<file path="src/rtl/core/pdc_pkg.sv">
// pdc_pkg: shared types and constants of the pid dac controller
// no dependencies; imported by every module of the block
package pdc_pkg;

    // sample and gain format
    localparam int SAMPLE_BITS    = 12;
    localparam int GAIN_FRAC_BITS = 24;
    localparam int GAIN_W         = 32;
    localparam int DAC_W          = 15;

    // derived datapath widths
    localparam int ERR_W  = SAMPLE_BITS + 1;
    localparam int DIFF_W = ERR_W + 1;
    localparam int SUM_W  = 32;
    localparam int PT_W   = GAIN_W + ERR_W;
    localparam int IT_W   = GAIN_W + SUM_W;
    localparam int DT_W   = GAIN_W + DIFF_W;
    localparam int ACC_W  = 64;
    localparam int SH_W   = ACC_W - GAIN_FRAC_BITS;
    localparam int DRV_W  = SH_W + 1;

    // output word constants
    localparam logic [DAC_W-1:0]       DAC_CTRL  = 15'h7000;
    localparam logic [SAMPLE_BITS-1:0] MAX_CODE  = {SAMPLE_BITS{1'b1}};
    localparam logic [SAMPLE_BITS-1:0] MIN_CODE  = '0;
    localparam logic [DRV_W-1:0]       MID_SCALE = DRV_W'(1) << (SAMPLE_BITS - 1);

    // saturation limits of the error sum
    localparam logic [SUM_W-1:0] SUM_MAX = {1'b0, {(SUM_W-1){1'b1}}};
    localparam logic [SUM_W-1:0] SUM_MIN = {1'b1, {(SUM_W-1){1'b0}}};

    // configuration register indexes and reset values
    localparam int CFG_IDX_W = 2;
    localparam logic [CFG_IDX_W-1:0] REG_PROP_GAIN  = 2'd0;
    localparam logic [CFG_IDX_W-1:0] REG_INTEG_GAIN = 2'd1;
    localparam logic [CFG_IDX_W-1:0] REG_DERIV_GAIN = 2'd2;

    localparam logic [GAIN_W-1:0] PROP_GAIN_RST  = 32'd46137344;
    localparam logic [GAIN_W-1:0] INTEG_GAIN_RST = 32'd7;
    localparam logic [GAIN_W-1:0] DERIV_GAIN_RST = 32'd0;

    // input request
    typedef struct packed {
        logic [SAMPLE_BITS-1:0] ref_sample;
        logic [SAMPLE_BITS-1:0] meas_sample;
    } pdc_in_t;

    // result request
    typedef struct packed {
        logic [DAC_W-1:0] dac_word;
        logic             clamped;
    } pdc_out_t;

    // gain set
    typedef struct packed {
        logic signed [GAIN_W-1:0] prop_gain;
        logic signed [GAIN_W-1:0] integ_gain;
        logic signed [GAIN_W-1:0] deriv_gain;
    } pdc_gains_t;

    // error, saturated sum and difference of one sample
    typedef struct packed {
        logic signed [ERR_W-1:0]  err;
        logic signed [SUM_W-1:0]  err_sum;
        logic signed [DIFF_W-1:0] err_diff;
    } pdc_err_t;

    // the three weighted terms
    typedef struct packed {
        logic signed [PT_W-1:0] p_term;
        logic signed [IT_W-1:0] i_term;
        logic signed [DT_W-1:0] d_term;
    } pdc_terms_t;

endpackage

</file>
<file path="src/rtl/core/pdc_term_sum.sv">
// pdc_term_sum: adds the three weighted terms into the accumulator
// uses pdc_pkg
module pdc_term_sum
    import pdc_pkg::*;
(
    input  logic              aclk,
    input  logic              aresetn,
    input  logic              in_valid,
    output logic              in_ready,
    input  pdc_terms_t        in_data,
    output logic              out_valid,
    input  logic              out_ready,
    output logic [ACC_W-1:0]  out_acc
);

    logic             valid_reg;
    logic [ACC_W-1:0] acc_reg;
    logic [ACC_W-1:0] acc_next;
    logic             accept;

    assign in_ready  = !valid_reg || out_ready;
    assign accept    = in_valid && in_ready;
    assign out_valid = valid_reg;
    assign out_acc   = acc_reg;

    // sign-extended three-input add; the integral term already spans the accumulator
    always_comb begin
        acc_next = {{(ACC_W-PT_W){in_data.p_term[PT_W-1]}}, in_data.p_term}
                 + in_data.i_term
                 + {{(ACC_W-DT_W){in_data.d_term[DT_W-1]}}, in_data.d_term};
    end

    always_ff @(posedge aclk) begin
        if (!aresetn) begin
            valid_reg <= 1'b0;
        end else if (in_ready) begin
            valid_reg <= in_valid;
        end
    end

    always_ff @(posedge aclk) begin
        if (accept) begin
            acc_reg <= acc_next;
        end
    end

endmodule

</file>
<file path="config.mk">
export PLATFORM = sky130hd
export DESIGN_NAME = pdc_term_sum
export DESIGN_NICKNAME = d
export VERILOG_FILES = /design/src/rtl/core/pdc_pkg.sv /design/src/rtl/core/pdc_term_sum.sv
export SDC_FILE = /design/constraint.sdc
export NUM_CORES = 1
export LEC_CHECK = 0
export BUFFER_PORTS_ARGS = -buffer_cell sky130_fd_sc_hd__buf_2
export CORE_AREA = 2 2 147 149
export CTS_CLUSTER_SIZE = 16
export DETAILED_ROUTE_END_ITERATION = 8
export DIE_AREA = 0 0 149 151
export PLACE_DENSITY = 0.64
export SLEW_MARGIN = 20
export SYNTH_ARGS = -nofsm -noshare
export SYNTH_HDL_FRONTEND = slang
export SYNTH_SLANG_ARGS = --single-unit
</file>
<file path="constraint.sdc">
create_clock -name aclk -period 3 [get_ports aclk]
set_input_delay 0.15 -clock aclk [delete_from_list [all_inputs] [get_ports aclk]]
set_output_delay 0.15 -clock aclk [all_outputs]
set_load 0.05 [all_outputs]
</file>
==> results.md <==
* CTS tree: done
* Antenna Nets Post-Route at 0
* CTS sink count at 65
* Sequential area share after synthesis at 27.1%
* Area of the multi-input gates at 5060 um^2
* Initial Util at 34.4%
* Core Area at 20800 um^2
* Final wirelength at 21.4 mm
* Finished Cell Area at 10100 um^2
* Placed cell count at 1341
* Post-DR wirelength/cell at 15.8 um
* Largest cells by area after synthesis: edfxtp_1 27%, fa_1 18%, ha_1 11%
* Post-synth top cells: 82 x a21oi_1, 64 x edfxtp_1, 64 x fa_1, 62 x ha_1, 62 x nand2_1
* Cell leakage power at 4.56 nW
* Slew margin rel. at 63.0%
* Count leader, synth: a21oi_1
* Vias per cell at 5.03
* Worst hold stages at 2
* Worst-path fanout max at 4
* Routability cong. at 0.879
* Drt drc at 0
* Initial antenna violation count at 0
* CP Class: in -> reg
* Nets@finish at 1363
* Remaining global-route overflow at 0
* # setup viols final at 0
* Min Tclk post-route at 2.90 ns
* Flop pwr share at 21.6%
* Max VDD drop at 0.247 mV
* Placed cell area at 9740 um^2
* Yosys cell types at 63
* RR Endpoint: out_acc[43]$_DFFE_PP_
* Unrepaired setup endpoints after global routing: false
* Clock power share at 17.3%
* Syn avg cell area at 10.1 um^2
* Number of synthesized register bits at 65
* Clk_lat worst skew at 0.35 ns
* Non-Filler Instances at 1358
* Run status: completed
* CP endpoint kind: register
* Critical path launch point type: input pin
* Logic pwr share at 61.1%
* RR Startpoint: out_valid$_SDFFE_PN0N_
* Area growth syn-to-layout at 40.8%
* Vias in the first global route at 6984
* DR pass1 iterations at 5
* Syn Nets at 991
* Cts bufs inserted at 9
* Pin count of the biggest net entering global routing at 65
* Root Buffer: clkbuf_16
* Ports at 225
* Htree depth at 3
* Fillers at 1990
* Final Hold Vio Count at 0
* Top-area cell type share of the netlist area at 26.8%
* First DRT Iteration DRCs at 320
* Final worst-path cycle share at 96.7%
* Register area at 1940 um^2
* Clock transition at path regs at 0.06 ns
* Flop2flop setup slack at 1.73 ns
* Synth Flop Type: edfxtp_1
* Min-Delay Startpoint: aresetn
* WP data required at 3.09 ns
* Fmax at 345 MHz
* Share of cells above drive strength 1 at 39.9%
* Die ar. at 22500 um^2
* IO buf count at 224
* Clock Skews at 0.0123 ns
* Cell taking the most area after synthesis: edfxtp_1
* DR vias at 6825
* PD cells at 664 nW/um^2
* First-pass GRT wire length at 34.6 mm
* Number of flops mapped to enable cells by yosys at 64
* Asr flop ratio synth at 0%
* Cell Area, Synth at 7160 um^2
* Antenna diodes at 0
* Worst reg2reg path depth at 3
* Switching Power at 0.00296 W
* Chip Height at 151 um
* Die Width at 149 um
* Fin Setup TNS at 0 ns
* Slew of the pin with the lowest slew margin at 0.550 ns
* Num rows at 53
* Max-slew violations at 0
* Hold Crit Class: in -> reg
* GRT Overall Usage at 19.6%
* Worst Path Arrival at 2.99 ns
* Yosys warning total at 0
* Hold EP: out_valid$_SDFFE_PN0N_
* Max-Cap Viols at 0
* Pint at 0.00373 W
* Max Root-Sink Buffers at 2
* Switching share of power at 44.2%
* Syn Inst Count at 706
* DP HPWL at 18.0 mm
## repair_timing
| action | 4_1_cts | 5_1_grt |
|---|---|---|
| pin swaps | 1 | 4 |
| hold buffers | 0 | 0 |
| resized for setup | 0 | 6 |
| buffers inserted | 0 | 1 |
| hold endpoints to repair | 0 | 0 |
| endpoints found under the setup margin | 1 | 10 |
## layout make-up
| cell class | instances | area share, % |
|---|---|---|
| Multi-Input combinational cell | 602 | 50.2 |
| Timing Repair Buffer | 384 | 23.4 |
| Sequential cell | 65 | 19.3 |
| Tap cell | 275 | 3.41 |
| Clock buffer | 11 | 2.31 |
| Clock inverter | 5 | 0.794 |
| Inverter | 16 | 0.596 |
## how the worst max path moves through the flow
stage,startpoint,endpoint,slack (ns),cells past startpoint
6_report,in_data[1],out_acc[57]$_DFFE_PP_,0.10,13
5_1_grt,in_data[1],out_acc[51]$_DFFE_PP_,0.001,13
4_1_cts,in_data[1],out_acc[55]$_DFFE_PP_,0.02,13
3_5_place_dp,in_data[1],out_acc[55]$_DFFE_PP_,-0.36,13
3_3_place_gp,in_data[1],out_acc[55]$_DFFE_PP_,-0.30,13
2_1_floorplan,out_valid$_SDFFE_PN0N_,out_acc[0]$_DFFE_PP_,0.02,2
## registers in the layout, summed over array words and instances (netlist names)
name / count
out_valid: 1
out_acc: 64
## cell families (layout without fill, tap and decap cells)
group / Yosys count / in the layout / share of synthesized area (%)
compound gates: 231 / 231 / 20.9
xor+xnor: 64 / 64 / 7.83
fa+ha+maj: 126 / 126 / 28.7
buf+inv: 39 / 416 / 2.52
flops: 65 / 65 / 27.1
simple gates: 181 / 181 / 12.9
## cells in the final DEF (no fill, tap or decap), types with 3 or more instances in the layout
cell | Yosys | layout
and3_4 | 3 | 3
nor3_2 | 4 | 4
o21a_1 | 3 | 3
xnor2_1 | 42 | 42
edfxtp_1 | 64 | 64
a21oi_1 | 82 | 81
fa_1 | 64 | 63
nor3_1 | 12 | 12
o211ai_1 | 9 | 9
xor2_1 | 22 | 22
nand4_1 | 15 | 15
a21boi_0 | 6 | 6
nor4_1 | 3 | 3
nand3_1 | 11 | 11
ha_1 | 62 | 61
o21bai_1 | 9 | 8
and4_1 | 3 | 3
a21o_1 | 25 | 25
buf_4 | 0 | 157
clkbuf_16 | 0 | 9
a211oi_1 | 4 | 4
nand2b_1 | 3 | 3
buf_12 | 0 | 3
nand2_1 | 62 | 62
nor2_1 | 37 | 37
a221o_1 | 3 | 3
and3_1 | 8 | 8
a31oi_1 | 12 | 12
inv_1 | 16 | 16
buf_2 | 14 | 223
o21ai_1 | 4 | 4
or3_1 | 4 | 4
o31ai_1 | 8 | 8
o21ai_0 | 41 | 41
and2_1 | 7 | 6
## worst max-delay path, cell delays in order
cell	delay, ns
buf_2	0.11
fa_1	0.48
ha_2	0.21
fa_2	0.37
a211oi_2	0.29
o211ai_1	0.19
buf_4	0.17
nand3_1	0.08
o211ai_2	0.16
a31oi_2	0.25
o21bai_1	0.17
a31oi_1	0.25
xnor2_1	0.10
## routing by layer
layer / routed length (um) / GRT usage [%] / vias to the layer above
li1: - / - / 3380
met5: 0 / 0 / -
met2: 10200 / 33.8 / 222
met4: 265 / 5.14 / 0
met3: 1090 / 2.17 / 18
met1: 9800 / 26.2 / 3205
## through the flow
step           utilization, %  setup WS, ns  hold WS, ns  total power (W)
2_1_floorplan               -        0.0177        0.289          0.00401
6_report                 48.4         0.100       0.0702          0.00669
5_1_grt                  48.4       0.00140       0.0785          0.00713
3_5_place_dp             46.8        -0.364        0.420          0.00553
3_3_place_gp             46.8        -0.303        0.405          0.00549
4_1_cts                  48.3        0.0213       0.0572          0.00672
## power groups by stage
stage	Sequential (W)	Clock (W)	Combinational [W]
3_3_place_gp	0.00146	0	0.00403
4_1_cts	0.00145	0.00118	0.00409
6_report	0.00144	0.00116	0.00409
3_5_place_dp	0.00146	0	0.00406
2_1_floorplan	0.00224	0	0.00176
5_1_grt	0.00146	0.00122	0.00446
(Power assumes the default switching activity.)
