**config.mk**
```make
export PLATFORM = sky130hd
export DESIGN_NAME = pdc_error_stage
export DESIGN_NICKNAME = d
export VERILOG_FILES = /design/src/rtl/core/pdc_pkg.sv /design/src/rtl/core/pdc_error_stage.sv
export SDC_FILE = /design/constraint.sdc
export NUM_CORES = 1
export LEC_CHECK = 0
export ABC_AREA = 0
export BUFFER_PORTS_ARGS = -buffer_cell sky130_fd_sc_hd__buf_2
export CAP_MARGIN = 20
export CORE_ASPECT_RATIO = 0.8
export CORE_MARGIN = 4
export CORE_UTILIZATION = 35
export DETAILED_ROUTE_END_ITERATION = 8
export RECOVER_POWER = 25
export SLEW_MARGIN = 20
export SYNTH_ARGS = -nofsm -noshare
export SYNTH_HDL_FRONTEND = slang
export SYNTH_SLANG_ARGS = --single-unit
```
**constraint.sdc**
```tcl
create_clock -name aclk -period 6.5 [get_ports aclk]
set_input_delay 0.325 -clock aclk [delete_from_list [all_inputs] [get_ports aclk]]
set_output_delay 0.325 -clock aclk [all_outputs]
set_load 0.05 [all_outputs]
```
**src/rtl/core/pdc_pkg.sv**
```systemverilog
// pdc_pkg: shared types and constants of the pid dac controller
// no dependencies; imported by every module of the block
package pdc_pkg;

    // sample and gain format
    localparam int SAMPLE_BITS    = 12;
    localparam int GAIN_FRAC_BITS = 24;
    localparam int GAIN_W         = 32;
    localparam int DAC_W          = 15;

    // derived datapath widths
    localparam int ERR_W  = SAMPLE_BITS + 1;
    localparam int DIFF_W = ERR_W + 1;
    localparam int SUM_W  = 32;
    localparam int PT_W   = GAIN_W + ERR_W;
    localparam int IT_W   = GAIN_W + SUM_W;
    localparam int DT_W   = GAIN_W + DIFF_W;
    localparam int ACC_W  = 64;
    localparam int SH_W   = ACC_W - GAIN_FRAC_BITS;
    localparam int DRV_W  = SH_W + 1;

    // output word constants
    localparam logic [DAC_W-1:0]       DAC_CTRL  = 15'h7000;
    localparam logic [SAMPLE_BITS-1:0] MAX_CODE  = {SAMPLE_BITS{1'b1}};
    localparam logic [SAMPLE_BITS-1:0] MIN_CODE  = '0;
    localparam logic [DRV_W-1:0]       MID_SCALE = DRV_W'(1) << (SAMPLE_BITS - 1);

    // saturation limits of the error sum
    localparam logic [SUM_W-1:0] SUM_MAX = {1'b0, {(SUM_W-1){1'b1}}};
    localparam logic [SUM_W-1:0] SUM_MIN = {1'b1, {(SUM_W-1){1'b0}}};

    // configuration register indexes and reset values
    localparam int CFG_IDX_W = 2;
    localparam logic [CFG_IDX_W-1:0] REG_PROP_GAIN  = 2'd0;
    localparam logic [CFG_IDX_W-1:0] REG_INTEG_GAIN = 2'd1;
    localparam logic [CFG_IDX_W-1:0] REG_DERIV_GAIN = 2'd2;

    localparam logic [GAIN_W-1:0] PROP_GAIN_RST  = 32'd46137344;
    localparam logic [GAIN_W-1:0] INTEG_GAIN_RST = 32'd7;
    localparam logic [GAIN_W-1:0] DERIV_GAIN_RST = 32'd0;

    // input request
    typedef struct packed {
        logic [SAMPLE_BITS-1:0] ref_sample;
        logic [SAMPLE_BITS-1:0] meas_sample;
    } pdc_in_t;

    // result request
    typedef struct packed {
        logic [DAC_W-1:0] dac_word;
        logic             clamped;
    } pdc_out_t;

    // gain set
    typedef struct packed {
        logic signed [GAIN_W-1:0] prop_gain;
        logic signed [GAIN_W-1:0] integ_gain;
        logic signed [GAIN_W-1:0] deriv_gain;
    } pdc_gains_t;

    // error, saturated sum and difference of one sample
    typedef struct packed {
        logic signed [ERR_W-1:0]  err;
        logic signed [SUM_W-1:0]  err_sum;
        logic signed [DIFF_W-1:0] err_diff;
    } pdc_err_t;

    // the three weighted terms
    typedef struct packed {
        logic signed [PT_W-1:0] p_term;
        logic signed [IT_W-1:0] i_term;
        logic signed [DT_W-1:0] d_term;
    } pdc_terms_t;

endpackage

```
**src/rtl/core/pdc_error_stage.sv**
```systemverilog
// pdc_error_stage: error, saturating error sum and error difference
// holds the controller state; uses pdc_pkg
module pdc_error_stage
    import pdc_pkg::*;
(
    input  logic     aclk,
    input  logic     aresetn,
    input  logic     in_valid,
    output logic     in_ready,
    input  pdc_in_t  in_data,
    output logic     out_valid,
    input  logic     out_ready,
    output pdc_err_t out_data
);

    logic                     valid_reg;
    pdc_err_t                 data_reg;
    pdc_err_t                 data_next;
    logic signed [ERR_W-1:0]  last_err_reg;
    logic signed [SUM_W-1:0]  err_sum_reg;
    logic signed [SUM_W:0]    sum_wide;
    logic                     accept;

    assign in_ready  = !valid_reg || out_ready;
    assign accept    = in_valid && in_ready;
    assign out_valid = valid_reg;
    assign out_data  = data_reg;

    // error terms of the incoming request
    always_comb begin
        data_next.err = $signed({1'b0, in_data.ref_sample})
                      - $signed({1'b0, in_data.meas_sample});
        data_next.err_diff = {data_next.err[ERR_W-1], data_next.err}
                           - {last_err_reg[ERR_W-1], last_err_reg};
        sum_wide = {err_sum_reg[SUM_W-1], err_sum_reg}
                 + {{(SUM_W+1-ERR_W){data_next.err[ERR_W-1]}}, data_next.err};
        // saturate when the two top bits disagree
        if (sum_wide[SUM_W] != sum_wide[SUM_W-1]) begin
            data_next.err_sum = sum_wide[SUM_W] ? SUM_MIN : SUM_MAX;
        end else begin
            data_next.err_sum = sum_wide[SUM_W-1:0];
        end
    end

    // state and stage register
    always_ff @(posedge aclk) begin
        if (!aresetn) begin
            valid_reg    <= 1'b0;
            last_err_reg <= '0;
            err_sum_reg  <= '0;
        end else begin
            if (in_ready) begin
                valid_reg <= in_valid;
            end
            if (accept) begin
                last_err_reg <= data_next.err;
                err_sum_reg  <= data_next.err_sum;
            end
        end
    end

    always_ff @(posedge aclk) begin
        if (accept) begin
            data_reg <= data_next;
        end
    end

endmodule

```
==> impl_metrics.tcl <==
set metrics [dict create \
    drc 0 \
    hold_end "out_valid$_SDFFE_PN0N_" \
    vias_per_cell 5.20 \
    holdWs_ns 0.208 \
    core-area_um2 19100 \
    cp_slowest_stage_delay_ns 0.54 \
    gp_congestion 0.897 \
    yosys-top-cells-area "edfxtp_1 (26%), dfxtp_1 (13%), ha_1 (10%)" \
    slew_viol_final 0 \
    wire_per_inst_um 15.3 \
    finClkSkew_ns 0.00658 \
    worstSetupEndpointType "register" \
    timing.final.hold_violations 0 \
    grt_max_degree 66 \
    cts_root_buffer "clkbuf_16" \
    clk_pin_slew_ns 0.07 \
    io_pins 89 \
    slew_headroom_pct 36.5 \
    clk_path_buf_depth 2 \
    drt_iter0_markers 354 \
    status "finished clean" \
    synthArstFlopShare_pct 0 \
    path_max_fanout 22 \
    powerDensity_nw_per_um2 437 \
    ant_nets 0 \
    dp_hpwl_um 12200 \
    fin_crit_sh_pct 81.1 \
    layout.nets 909 \
    place_ws_ns 0.943 \
    fin_crit_ns 5.27 \
    synth_edf_count 59 \
    hp-start "in_valid" \
    die_w_um 165 \
    synthesis.nets 836 \
    r2r_setup_slack_ns 3.00 \
    syn_avg_cell_area_um2 9.20 \
    ys_ff_latch 105 \
    cp.buffers_inverters 4 \
    synthCells 748 \
    yosys.area.top_type_share_pct 25.8 \
    setup_viol 0 \
    hold_path_class "in2reg" \
    clock.fmax_ghz 0.190 \
    worst_skew_pair.late_latency_ns 0.36 \
    start_util_pct 35.9 \
    grt_usage_pct 15.2 \
    die_h_um 133 \
    cp.required_ns 6.60 \
    path_cells "buf_2 -> ha_1 -> fa_1 -> nor2b_1 -> o21ai_0 -> a21boi_0 -> o21ai_0 -> a21oi_1 -> nor2_1 -> o211ai_1 -> a21oi_2 -> buf_4 -> ha_1 -> and3_2 -> a221oi_1 -> o21a_1 -> o21ai_1 -> a2111oi_0 -> mux2i_1 -> buf_4 -> buf_4 -> nand3b_1 -> nand2_1" \
    totalWireLength_um 16600 \
    drive_gt1_share_pct 13.4 \
    crit_top_cell "buf_4" \
    syn_area_um2 6880 \
    vias 5642 \
    port_buffers 88 \
    htree_levels 3 \
    critPathKind "in2reg" \
    rows 45 \
    worst_r2r_path_depth 12 \
    area_growth_pct 13.2 \
    grt_pass1_wl_um 27100 \
    reg2reg_from "err_sum_reg[0]$_SDFFE_PN0P_" \
    fin_setup_tns_ns 0 \
    grt-ovfl-total 0 \
    cts_resized 0 \
    antenna_found_initial 0 \
    post_cts_buffers 0 \
    synthFlopType "edfxtp_1" \
    hold_depth 3 \
    synth_cell_types 66 \
    largest_reg_flops 59 \
    die-area_um2 22000 \
    startpoint_type "primary input" \
    slowest_stage "a2111oi_0" \
    max-cap-violations 0 \
    grt_pass1_vias 5312 \
    cts_tree "built" \
    rr_endpoint "out_data[31]$_DFFE_PP_" \
    power_w 0.00340 \
    numCtsBuffers 9 \
    seq_area_frac_synth_pct 39.1 \
    synth_top_area_cell "edfxtp_1" \
    leakagePower_nw 3.25 \
    worst_slew_pin_slew_ns 0.953 \
    rsz0062_at_grt "false" \
    worstPathArrival_ns 5.37 \
    cts_sinks 105 \
    fin_ws_ns 1.23 \
    ys_warn_count 0 \
    critPathTopFamily "compound AO/OA/AOI/OAI gates" \
    cts_hold_buffers 0 \
    diodes 0 \
    peakVddDrop_mv 0.163 \
    first_pass_iters 5 \
]
## routing by layer
layer	global-route usage [%]	up-vias	part of all wire (%)
li1	-	2857	-
met1	23.5	2630	54
met2	21.5	138	40
met3	2.81	17	4.5
met4	4.25	0	1.5
met5	0	-	0
## through the flow
stage | util [%] | cells | cell area (µm²)
2_1_floorplan | - | 748 | 6880
3_3_place_gp | 39.3 | 1068 | 7530
3_5_place_dp | 39.3 | 1068 | 7530
4_1_cts | 41.0 | 1084 | 7850
5_1_grt | 40.7 | 1084 | 7780
6_report | 40.7 | 1084 | 7780
## cell usage after synthesis, drive strengths merged (15+ instances only)
master	number
a21oi	82
nor3	17
a21o	17
nor2	36
nand3	16
dfxtp	46
xnor2	24
inv	44
ha	57
xor2	15
buf	21
o21ai	66
nand2	94
edfxtp	59
## worst max-delay path by stage
stage,endpoint,slack [ns],from,depth (start not counted)
4_1_cts,out_data[31]$_DFFE_PP_,1.31,in_data[0],23
3_3_place_gp,out_data[31]$_DFFE_PP_,1.08,in_data[0],23
2_1_floorplan,out_data[14]$_DFFE_PP_,1.20,in_data[2],21
6_report,out_data[31]$_DFFE_PP_,1.23,in_data[0],23
5_1_grt,out_data[31]$_DFFE_PP_,0.74,in_data[12],24
3_5_place_dp,out_data[31]$_DFFE_PP_,0.94,in_data[0],23
## cells in the final DEF (no fill, tap or decap), types with 3 or more instances in the layout
| cell type | n |
|---|---|
| a211oi_1 | 7 |
| a21boi_0 | 6 |
| a21o_1 | 17 |
| a21oi_1 | 50 |
| a21oi_2 | 32 |
| a31oi_1 | 8 |
| a41oi_1 | 3 |
| and2_1 | 4 |
| and3_1 | 9 |
| buf_2 | 35 |
| buf_4 | 8 |
| clkbuf_1 | 54 |
| clkbuf_16 | 9 |
| clkinv_2 | 3 |
| dfxtp_1 | 46 |
| edfxtp_1 | 59 |
| fa_1 | 3 |
| ha_1 | 57 |
| inv_1 | 43 |
| nand2_1 | 94 |
| nand2b_1 | 5 |
| nand3_1 | 16 |
| nand3b_1 | 5 |
| nand4_1 | 8 |
| nor2_1 | 36 |
| nor2b_1 | 9 |
| nor3_1 | 17 |
| o211ai_1 | 13 |
| o21a_1 | 8 |
| o21ai_0 | 61 |
| o21ai_1 | 4 |
| o31ai_1 | 3 |
| or2_2 | 4 |
| or3_1 | 9 |
| xnor2_1 | 24 |
| xor2_1 | 15 |
## worst register-to-register path: stages, from the launching register on
cell       delay, ns
dfxtp_1         0.32
ha_1            0.22
fa_1            0.44
a211oi_1        0.35
o211a_1         0.29
o21a_1          0.16
o21ai_1         0.10
a2111oi_0       0.54
mux2i_1         0.21
buf_4           0.22
buf_4           0.19
nand3b_1        0.15
nand2_1         0.07
## where the power goes
part	switching (W)	internal [W]	leakage, nW
logic	0.00126	0.000547	2.14
registers	0.0000649	0.000939	0.951
clock network	0.000255	0.000341	0.159
## kinds of logic (layout without fill, tap and decap cells)
family | after synthesis | after routing | synth area share (%)
xor+xnor | 39 | 39 | 4.97
flops | 105 | 105 | 39.1
buf+inv | 79 | 157 | 5.26
mux | 4 | 4 | 0.837
compound gates | 236 | 236 | 22.9
fa+ha+maj | 60 | 60 | 11.2
simple gates | 225 | 225 | 15.7
## area by class of cell
type | instances | area (µm²)
multi-input cells | 564 | 3830
clock inverters | 6 | 90.1
fillers | 1973 | 11400
flip-flops and latches | 105 | 2690
well taps | 258 | 323
clock buffers | 10 | 229
inverters | 44 | 166
repair buffers | 97 | 454
Power figures use the tool's default switching activity.
