===== config.mk =====
export PLATFORM = sky130hd
export DESIGN_NAME = pdc_out_clamp
export DESIGN_NICKNAME = d
export VERILOG_FILES = /design/src/rtl/core/pdc_pkg.sv /design/src/rtl/core/pdc_out_clamp.sv
export SDC_FILE = /design/constraint.sdc
export NUM_CORES = 1
export LEC_CHECK = 0
export ABC_CLOCK_PERIOD_IN_PS = 3280
export BUFFER_PORTS_ARGS = -buffer_cell sky130_fd_sc_hd__buf_2
export CORE_ASPECT_RATIO = 1.1
export CORE_MARGIN = 1.5
export CORE_UTILIZATION = 43
export CTS_BUF_LIST = sky130_fd_sc_hd__clkbuf_4 sky130_fd_sc_hd__clkbuf_8
export DETAILED_ROUTE_END_ITERATION = 8
export PLACE_DENSITY = 0.82
export SYNTH_ARGS = -nofsm -noshare
export SYNTH_HDL_FRONTEND = slang
export SYNTH_SLANG_ARGS = --single-unit

===== constraint.sdc =====
create_clock -name aclk -period 3.28 [get_ports aclk]
set_clock_uncertainty 0.2 [all_clocks]
set_input_delay 0.82 -clock aclk [delete_from_list [all_inputs] [get_ports aclk]]
set_output_delay 0.82 -clock aclk [all_outputs]
set_load 0.02 [all_outputs]

===== src/rtl/core/pdc_pkg.sv =====
// pdc_pkg: shared types and constants of the pid dac controller
// no dependencies; imported by every module of the block
package pdc_pkg;

    // sample and gain format
    localparam int SAMPLE_BITS    = 12;
    localparam int GAIN_FRAC_BITS = 24;
    localparam int GAIN_W         = 32;
    localparam int DAC_W          = 15;

    // derived datapath widths
    localparam int ERR_W  = SAMPLE_BITS + 1;
    localparam int DIFF_W = ERR_W + 1;
    localparam int SUM_W  = 32;
    localparam int PT_W   = GAIN_W + ERR_W;
    localparam int IT_W   = GAIN_W + SUM_W;
    localparam int DT_W   = GAIN_W + DIFF_W;
    localparam int ACC_W  = 64;
    localparam int SH_W   = ACC_W - GAIN_FRAC_BITS;
    localparam int DRV_W  = SH_W + 1;

    // output word constants
    localparam logic [DAC_W-1:0]       DAC_CTRL  = 15'h7000;
    localparam logic [SAMPLE_BITS-1:0] MAX_CODE  = {SAMPLE_BITS{1'b1}};
    localparam logic [SAMPLE_BITS-1:0] MIN_CODE  = '0;
    localparam logic [DRV_W-1:0]       MID_SCALE = DRV_W'(1) << (SAMPLE_BITS - 1);

    // saturation limits of the error sum
    localparam logic [SUM_W-1:0] SUM_MAX = {1'b0, {(SUM_W-1){1'b1}}};
    localparam logic [SUM_W-1:0] SUM_MIN = {1'b1, {(SUM_W-1){1'b0}}};

    // configuration register indexes and reset values
    localparam int CFG_IDX_W = 2;
    localparam logic [CFG_IDX_W-1:0] REG_PROP_GAIN  = 2'd0;
    localparam logic [CFG_IDX_W-1:0] REG_INTEG_GAIN = 2'd1;
    localparam logic [CFG_IDX_W-1:0] REG_DERIV_GAIN = 2'd2;

    localparam logic [GAIN_W-1:0] PROP_GAIN_RST  = 32'd46137344;
    localparam logic [GAIN_W-1:0] INTEG_GAIN_RST = 32'd7;
    localparam logic [GAIN_W-1:0] DERIV_GAIN_RST = 32'd0;

    // input request
    typedef struct packed {
        logic [SAMPLE_BITS-1:0] ref_sample;
        logic [SAMPLE_BITS-1:0] meas_sample;
    } pdc_in_t;

    // result request
    typedef struct packed {
        logic [DAC_W-1:0] dac_word;
        logic             clamped;
    } pdc_out_t;

    // gain set
    typedef struct packed {
        logic signed [GAIN_W-1:0] prop_gain;
        logic signed [GAIN_W-1:0] integ_gain;
        logic signed [GAIN_W-1:0] deriv_gain;
    } pdc_gains_t;

    // error, saturated sum and difference of one sample
    typedef struct packed {
        logic signed [ERR_W-1:0]  err;
        logic signed [SUM_W-1:0]  err_sum;
        logic signed [DIFF_W-1:0] err_diff;
    } pdc_err_t;

    // the three weighted terms
    typedef struct packed {
        logic signed [PT_W-1:0] p_term;
        logic signed [IT_W-1:0] i_term;
        logic signed [DT_W-1:0] d_term;
    } pdc_terms_t;

endpackage


===== src/rtl/core/pdc_out_clamp.sv =====
// pdc_out_clamp: scales the accumulator, adds mid-scale, clamps, builds the dac word
// holds the result register; uses pdc_pkg
module pdc_out_clamp
    import pdc_pkg::*;
(
    input  logic             aclk,
    input  logic             aresetn,
    input  logic             in_valid,
    output logic             in_ready,
    input  logic [ACC_W-1:0] in_acc,
    output logic             out_valid,
    input  logic             out_ready,
    output pdc_out_t         out_data
);

    logic                   valid_reg;
    pdc_out_t               data_reg;
    pdc_out_t               data_next;
    logic [DRV_W-1:0]       drive;
    logic [SAMPLE_BITS-1:0] code;
    logic                   accept;

    assign in_ready  = !valid_reg || out_ready;
    assign accept    = in_valid && in_ready;
    assign out_valid = valid_reg;
    assign out_data  = data_reg;

    // floor shift is a plain bit select of the two's complement value
    always_comb begin
        drive = {in_acc[ACC_W-1], in_acc[ACC_W-1:GAIN_FRAC_BITS]} + MID_SCALE;
        data_next.clamped = 1'b0;
        if (drive[DRV_W-1]) begin
            code              = MIN_CODE;
            data_next.clamped = 1'b1;
        end else if (|drive[DRV_W-2:SAMPLE_BITS]) begin
            code              = MAX_CODE;
            data_next.clamped = 1'b1;
        end else begin
            code = drive[SAMPLE_BITS-1:0];
        end
        data_next.dac_word = DAC_CTRL + DAC_W'(code);
    end

    always_ff @(posedge aclk) begin
        if (!aresetn) begin
            valid_reg <= 1'b0;
        end else if (in_ready) begin
            valid_reg <= in_valid;
        end
    end

    always_ff @(posedge aclk) begin
        if (accept) begin
            data_reg <= data_next;
        end
    end

endmodule

==> summary.txt, run 1 <==
Status
  • Status: completed

Setup path
  • Crit path from: in_acc[36]
  • CP Max Fanout: 13
  • CP required: 3090 ps
  • CP arrival: 2810 ps
  • Critical path endpoint category: register
  • Reg2reg start: out_valid
  • R2R setup slack: 1840 ps
  • Critical Path End: out_data[7]
  • Crit start category: primary input
  • Critical R2R Capture: out_data[4]
  • Worst setup path class: in2reg
  • Reg2Reg Depth: 2

Finish
  • N_diodes: 0
  • Post-route non-filler standard cell count: 245
  • Design area: 1610 sq um
  • Share of cells above drive strength 1: 36.3%
  • Final nets: 282
  • Area Overhead vs Synth: 30.4%
  • Final core utilization: 58.6%

Detailed routing
  • Routed WL per cell: 12.0 um
  • Routed WL: 2950 um
  • Initial DRT Pass Iterations: 4
  • Routed Antenna Nets: 0
  • Via count: between 1000 and 1500
  • DRC Markers: 0
  • Initial drt markers: 50
  • Via-per-instance ratio: around 5.7

Synthesis
  • Seq cells post-synth: 14
  • Main synth FF type: edfxtp_1
  • Seq/Total Area, Yosys: 33.2%
  • Number of flops mapped to enable cells by yosys: 13
  • Mean Syn Cell Area: 8.36 sq um
  • Share of the synthesized area in the top cell type: a little under a third
  • Post-Synthesis Cells: 148
  • Area leader, netlist: edfxtp_1
  • Post-synth cell types: 48
  • Commonest cells in the netlist: a31oi_1 (13), edfxtp_1 (13), inv_1 (13), nand2_1 (12), nand3_1 (11)
  • FFs w/ async S/R, synth: 0%
  • Syn. warnings: 0
  • Dominant cells by area after synthesis: edfxtp_1 (32%), a31oi_1 (6.6%), nand3_1 (4.4%), nand4_1 (4.0%), inv_1 (3.9%)
  • Netlist Area Pre-Place: ~1200 sq um

Floorplan
  • Die W: between 50 and 60 um
  • Ports: 86
  • Initial core utilization: 45.0%
  • Core Area: 2750 sq um
  • Die Ht: around 59 um
  • Die area: 3210 sq um
  • Std-Cell Rows: 20

STA
  • Final Cycle Share: between 90% and 100%
  • Final Hold Viols: 0
  • RSZ-0062 raised after global routing: no
  • Slew HR: between 60 and 70%
  • Worst Tran Pin Value: 542 ps
  • Min Tclk post-route: 3000 ps
  • Max-slew violations: 0
  • Final setup violating endpoints: 0
  • F_max: 333 MHz

Power and ir drop
  • Internal power: between 0.0002 and 0.0003 W
  • Clock power share: 22.7%
  • Switching part of the total: 29.9%
  • Gate power share: 28.5%
  • Pwr dens: 265 nW/um^2
  • Register share of total power: 48.8%
  • Total Power: ~0.00043 W
  • Static leakage: 0.658 nW
  • Net switching power: around 0.00013 W
  • Peak supply drop: about 200 uV

Global routing
  • Overall Global Routing Usage: 18.5%
  • Vias in the first global route: approximately 1200
  • First-pass GRT wire length: 4570 um
  • Initial antenna violation count: 0
  • Pin count of the biggest net entering global routing: 14
  • Gr ovfl total: 0

Clocking
  • TritonCTS Buffers: 3
  • CTS clk-pin slew, worst paths: 70 ps
  • Clock Tree Root: clkbuf_4
  • Post-cts resize count: 0
  • Hold Buf Count CTS: 0
  • Clk sink count: 14
  • H-tree depth: 1
  • CTS tree: yes
  • Worst-Skew Late Latency: about 270 ps
  • Setup Buffers After CTS: 0
  • Max clock buf depth: 2

Placement
  • Hpwl dp: 2360 um
  • Placed cells: 241
  • PortBufs: 58
  • Gpl congestion: 0.931
  • Post-DP Area: 1590 sq um

Worst hold path
  • Worst min path class: reg2reg

Job
  • Max cap viols: 0
metal layers:
metal | track usage (%) | part of all wire [%] | up-vias
li1 | - | - | 701
met1 | 21.1 | 42 | 625
met2 | 34.1 | 50 | 63
met3 | 1.26 | 7.3 | 6
met4 | 8.57 | 1.1 | 0
met5 | 0 | 0 | -
worst min path at each step:
stage	start	end	slack, ps	depth (start not counted)
5_1_grt	out_valid	out_valid	380	2
3_5_place_dp	out_valid	out_valid	320	2
6_report	out_valid	out_valid	330	2
4_1_cts	out_valid	out_valid	330	2
3_3_place_gp	out_valid	out_valid	310	2
2_1_floorplan	out_valid	out_valid	550	2
cell usage in the layout, fill, tap and decap left out, types with 2 or more instances in the layout:
cell and instances:
nor4_2 2, and3_1 2, xor2_1 3, clkbuf_4 3, o21ai_0 5, inv_1 13, nor2_1 9, nor3_1 8
o21a_1 2, nand2b_1 2, nand4_1 8, conb_1 3, nor4_1 2, and2_1 2, edfxtp_1 13, or4_1 2
or2_2 2, buf_4 7, nand3_1 11, o31ai_1 2, mux2_2 2, nand2_1 12, buf_2 58, a21oi_1 2
a31oi_1 13, o22ai_1 2
worst max-delay path: stages:
cell and delay [ps]:
buf_2 110, ha_1 220, nand4_1 100, or4_1 440, or4b_1 480, nand2_1 90
o211ai_2 100, a21oi_4 310, a31oi_1 140
logic make-up (layout without fill, tap and decap cells):
family | Yosys count | count (layout) | synth area share [%]
buffers and inverters | 20 | 82 | 7.79
flip-flops | 14 | 14 | 33.2
XOR/XNOR | 4 | 4 | 2.83
AND/OR/NAND/NOR | 66 | 66 | 29.5
multiplexers | 2 | 2 | 1.82
AO/OA/AOI/OAI | 40 | 40 | 23.6
other | 1 | 3 | 0.303
adder cells (fa/ha/maj) | 1 | 1 | 1.01
stage by stage:
stage	hold WS, ps	setup WS (ps)	setup TNS [ps]
2_1_floorplan	550	156	0
3_3_place_gp	309	2.65	0
3_5_place_dp	324	-16.7	-86.5
4_1_cts	335	269	0
5_1_grt	382	152	0
6_report	325	281	0
sequential cells by signal (all words and copies together), names as in the netlist:
name / flops
out_data: 13
out_valid: 1
power groups by stage:
stage,registers (W),logic (W),clock network (W)
2_1_floorplan,0.000226,0.0000491,0
3_3_place_gp,0.000213,0.000120,0
3_5_place_dp,0.000213,0.000121,0
4_1_cts,0.000209,0.000122,0.0000989
5_1_grt,0.000210,0.000135,0.000103
6_report,0.000208,0.000122,0.0000970
final cells by class:
class	instances	area (sq um)
repair buffers	65	343
clock inverters	1	3.75
well taps	33	41.3
multi-input cells	116	744
fillers	270	1140
clock buffers	3	22.5
inverters	13	48.8
flip-flops and latches	14	410
Power figures use the tool's default switching activity.
==> run 2, diff against run 1 <==
- BUFFER_PORTS_ARGS: -buffer_cell sky130_fd_sc_hd__buf_2 -> -buffer_cell sky130_fd_sc_hd__buf_4
- PLACE_DENSITY: 0.82 -> not set
- PLACE_DENSITY_LB_ADDON: not set -> 0.08
==> run 2 against run 1 <==
Effect of this change: via count is 0.36% lower; largest cell class unchanged; maximum frequency is 0.67% higher; clock power is 10% higher; first-iteration DRC count is 50% lower; sequential power hardly changed; critical path type unchanged; largest power group unchanged; hold slack better by 22 ps; wire length is 4.6% higher; die area stayed put; total power is 7.5% higher.
==> summary.txt, run 2 (same netlist as run 1, synthesis figures left out) <==
Job
  • Max cap viols: 0

Status
  • Status: completed

Detailed routing
  • Routed WL per cell: 12.5 um
  • DR top layer: met4
  • Via count: between 1000 and 1500
  • Routed Antenna Nets: 0
  • Wire length on met2: 1500 um
  • DRC Markers: 0
  • Detail Route met3 WL: between 150 and 200 um
  • Wire length on met1: 1370 um
  • Via-per-instance ratio: around 5.7
  • Routed WL: 3080 um
  • Initial drt markers: 25
  • Initial DRT Pass Iterations: 4

Power and ir drop
  • Total Power: 0.000459 W
  • Pwr dens: 260 nW/um^2
  • Peak supply drop: 229 uV
  • Static leakage: 0.717 nW

STA
  • Final setup violating endpoints: 0
  • Slew HR: 62.2%
  • Sum of negative setup slack: 0 ps
  • F_max: 336 MHz
  • Worst Tran Pin Value: 567 ps
  • Max-slew violations: 0
  • RSZ-0062 raised after global routing: no
  • Final Hold Viols: 0
  • Final Cycle Share: approximately nine tenths
  • Min Tclk post-route: 2980 ps

Setup path
  • CP Max Fanout: 13
  • Critical Path, Cell by Cell: buf_4 -> ha_1 -> nand4_1 -> or4_1 -> or4b_1 -> nand2_1 -> o211ai_2 -> a21oi_4 -> a31oi_1
  • Worst setup path class: in2reg
  • CP max stage delay: 470 ps
  • Crit start category: primary input
  • CP required: 3090 ps
  • Critical path endpoint category: register
  • CP arrival: 2790 ps
  • Crit-path slowest cell: or4b_1
  • R2R setup slack: 1820 ps

Clocking
  • Worst-Skew Late Latency: between 200 and 300 ps
  • H-tree depth: 1
  • Clk sink count: 14
  • Post-cts resize count: 0
  • Max clock buf depth: 2
  • CTS tree: yes
  • Setup Buffers After CTS: 0
  • CTS clk-pin slew, worst paths: roughly 70 ps
  • Clock Tree Root: clkbuf_4
  • Hold Buf Count CTS: 0
  • TritonCTS Buffers: 3

Placement
  • PortBufs: 58
  • Gpl congestion: 0.888
  • Hpwl dp: 2530 um

Finish
  • Commonest non-fill, non-tap cell in the layout: buf_4
  • N_diodes: 0
  • Number of flip-flops in the largest register: 13
  • Most frequent cells in the layout: buf_4 (66), inv_1 (13), a31oi_1 (13), edfxtp_1 (13), nand2_1 (12)
  • Reg area: 410 sq um
  • Area Overhead vs Synth: 43.1%
  • Final nets: ~280
  • Share of cells above drive strength 1: 37.1%
  • Fillers: roughly 260
  • Multi-input gate area: ~740 sq um

Worst hold path
  • Worst min path class: reg2reg

Floorplan
  • Std-Cell Rows: 20
  • Die Ht: 59.3 um
  • Die W: 54.2 um
  • Initial core utilization: ~45%
  • Ports: 86
  • Die area: 3210 sq um
  • Core Area: 2750 sq um

Global routing
  • First-pass GRT wire length: 4770 um
  • Pin count of the biggest net entering global routing: 14
  • Initial antenna violation count: 0
  • Overall Global Routing Usage: 19.7%
  • Gr ovfl total: 0
  • Vias in the first global route: 1146
==> run 2: cell types whose count changed in the layout (fill, tap and decap cells not counted) <==
cell,change
buf_2,-58
clkinv_1,-1
clkbuf_4,+1
buf_4,+59
==> run 2: per-layer routing <==
metal / track usage [%] / vias up
li1: - / 706
met1: 25.3 / 630
met2: 33.6 / 50
met3: 0.758 / 4
met4: 8.57 / 0
met5: 0 / -
==> run 2: critical path: cells and delay by family <==
kind | cells | cell delay, ps
compound gates | 3 | 580
buf+inv | 1 | 100
simple gates | 4 | 1100
fa+ha+maj | 1 | 200
==> run 2: final timing paths <==
path              start           end  cells past startpoint
max          in_acc[36]  out_data[10]                      9
min           out_valid     out_valid                      2
max reg2reg   out_valid  out_data[10]                      2
min reg2reg   out_valid     out_valid                      2
==> run 2: cell type report <==
cell class | instances | share of cell area, %
clock buffers | 4 | 1.70
inverters | 13 | 2.76
multi-input cells | 116 | 42.0
flip-flops and latches | 14 | 23.2
well taps | 33 | 2.33
repair buffers | 66 | 28.0
==> run 2: stage by stage <==
stage	utilization (%)	hold WS (ps)	cells	setup slack (ps)	area, sq um
finish	64.3	347	246	301	1770
global route	64.3	396	246	164	1770
CTS	64.3	359	246	319	1770
detailed placement	63.2	348	242	17.3	1740
global placement	63.2	310	242	43.2	1740
floorplan	-	550	150	156	1240
==> run 2: power by group <==
group	switching [W]	leakage [nW]	internal [W]	total [W]
Combinational	0.0000738	0.566	0.0000696	0.000143
Clock	0.0000515	0.0184	0.0000554	0.000107
Sequential	0.00000256	0.132	0.000207	0.000209
Total	0.000128	0.717	0.000332	0.000459
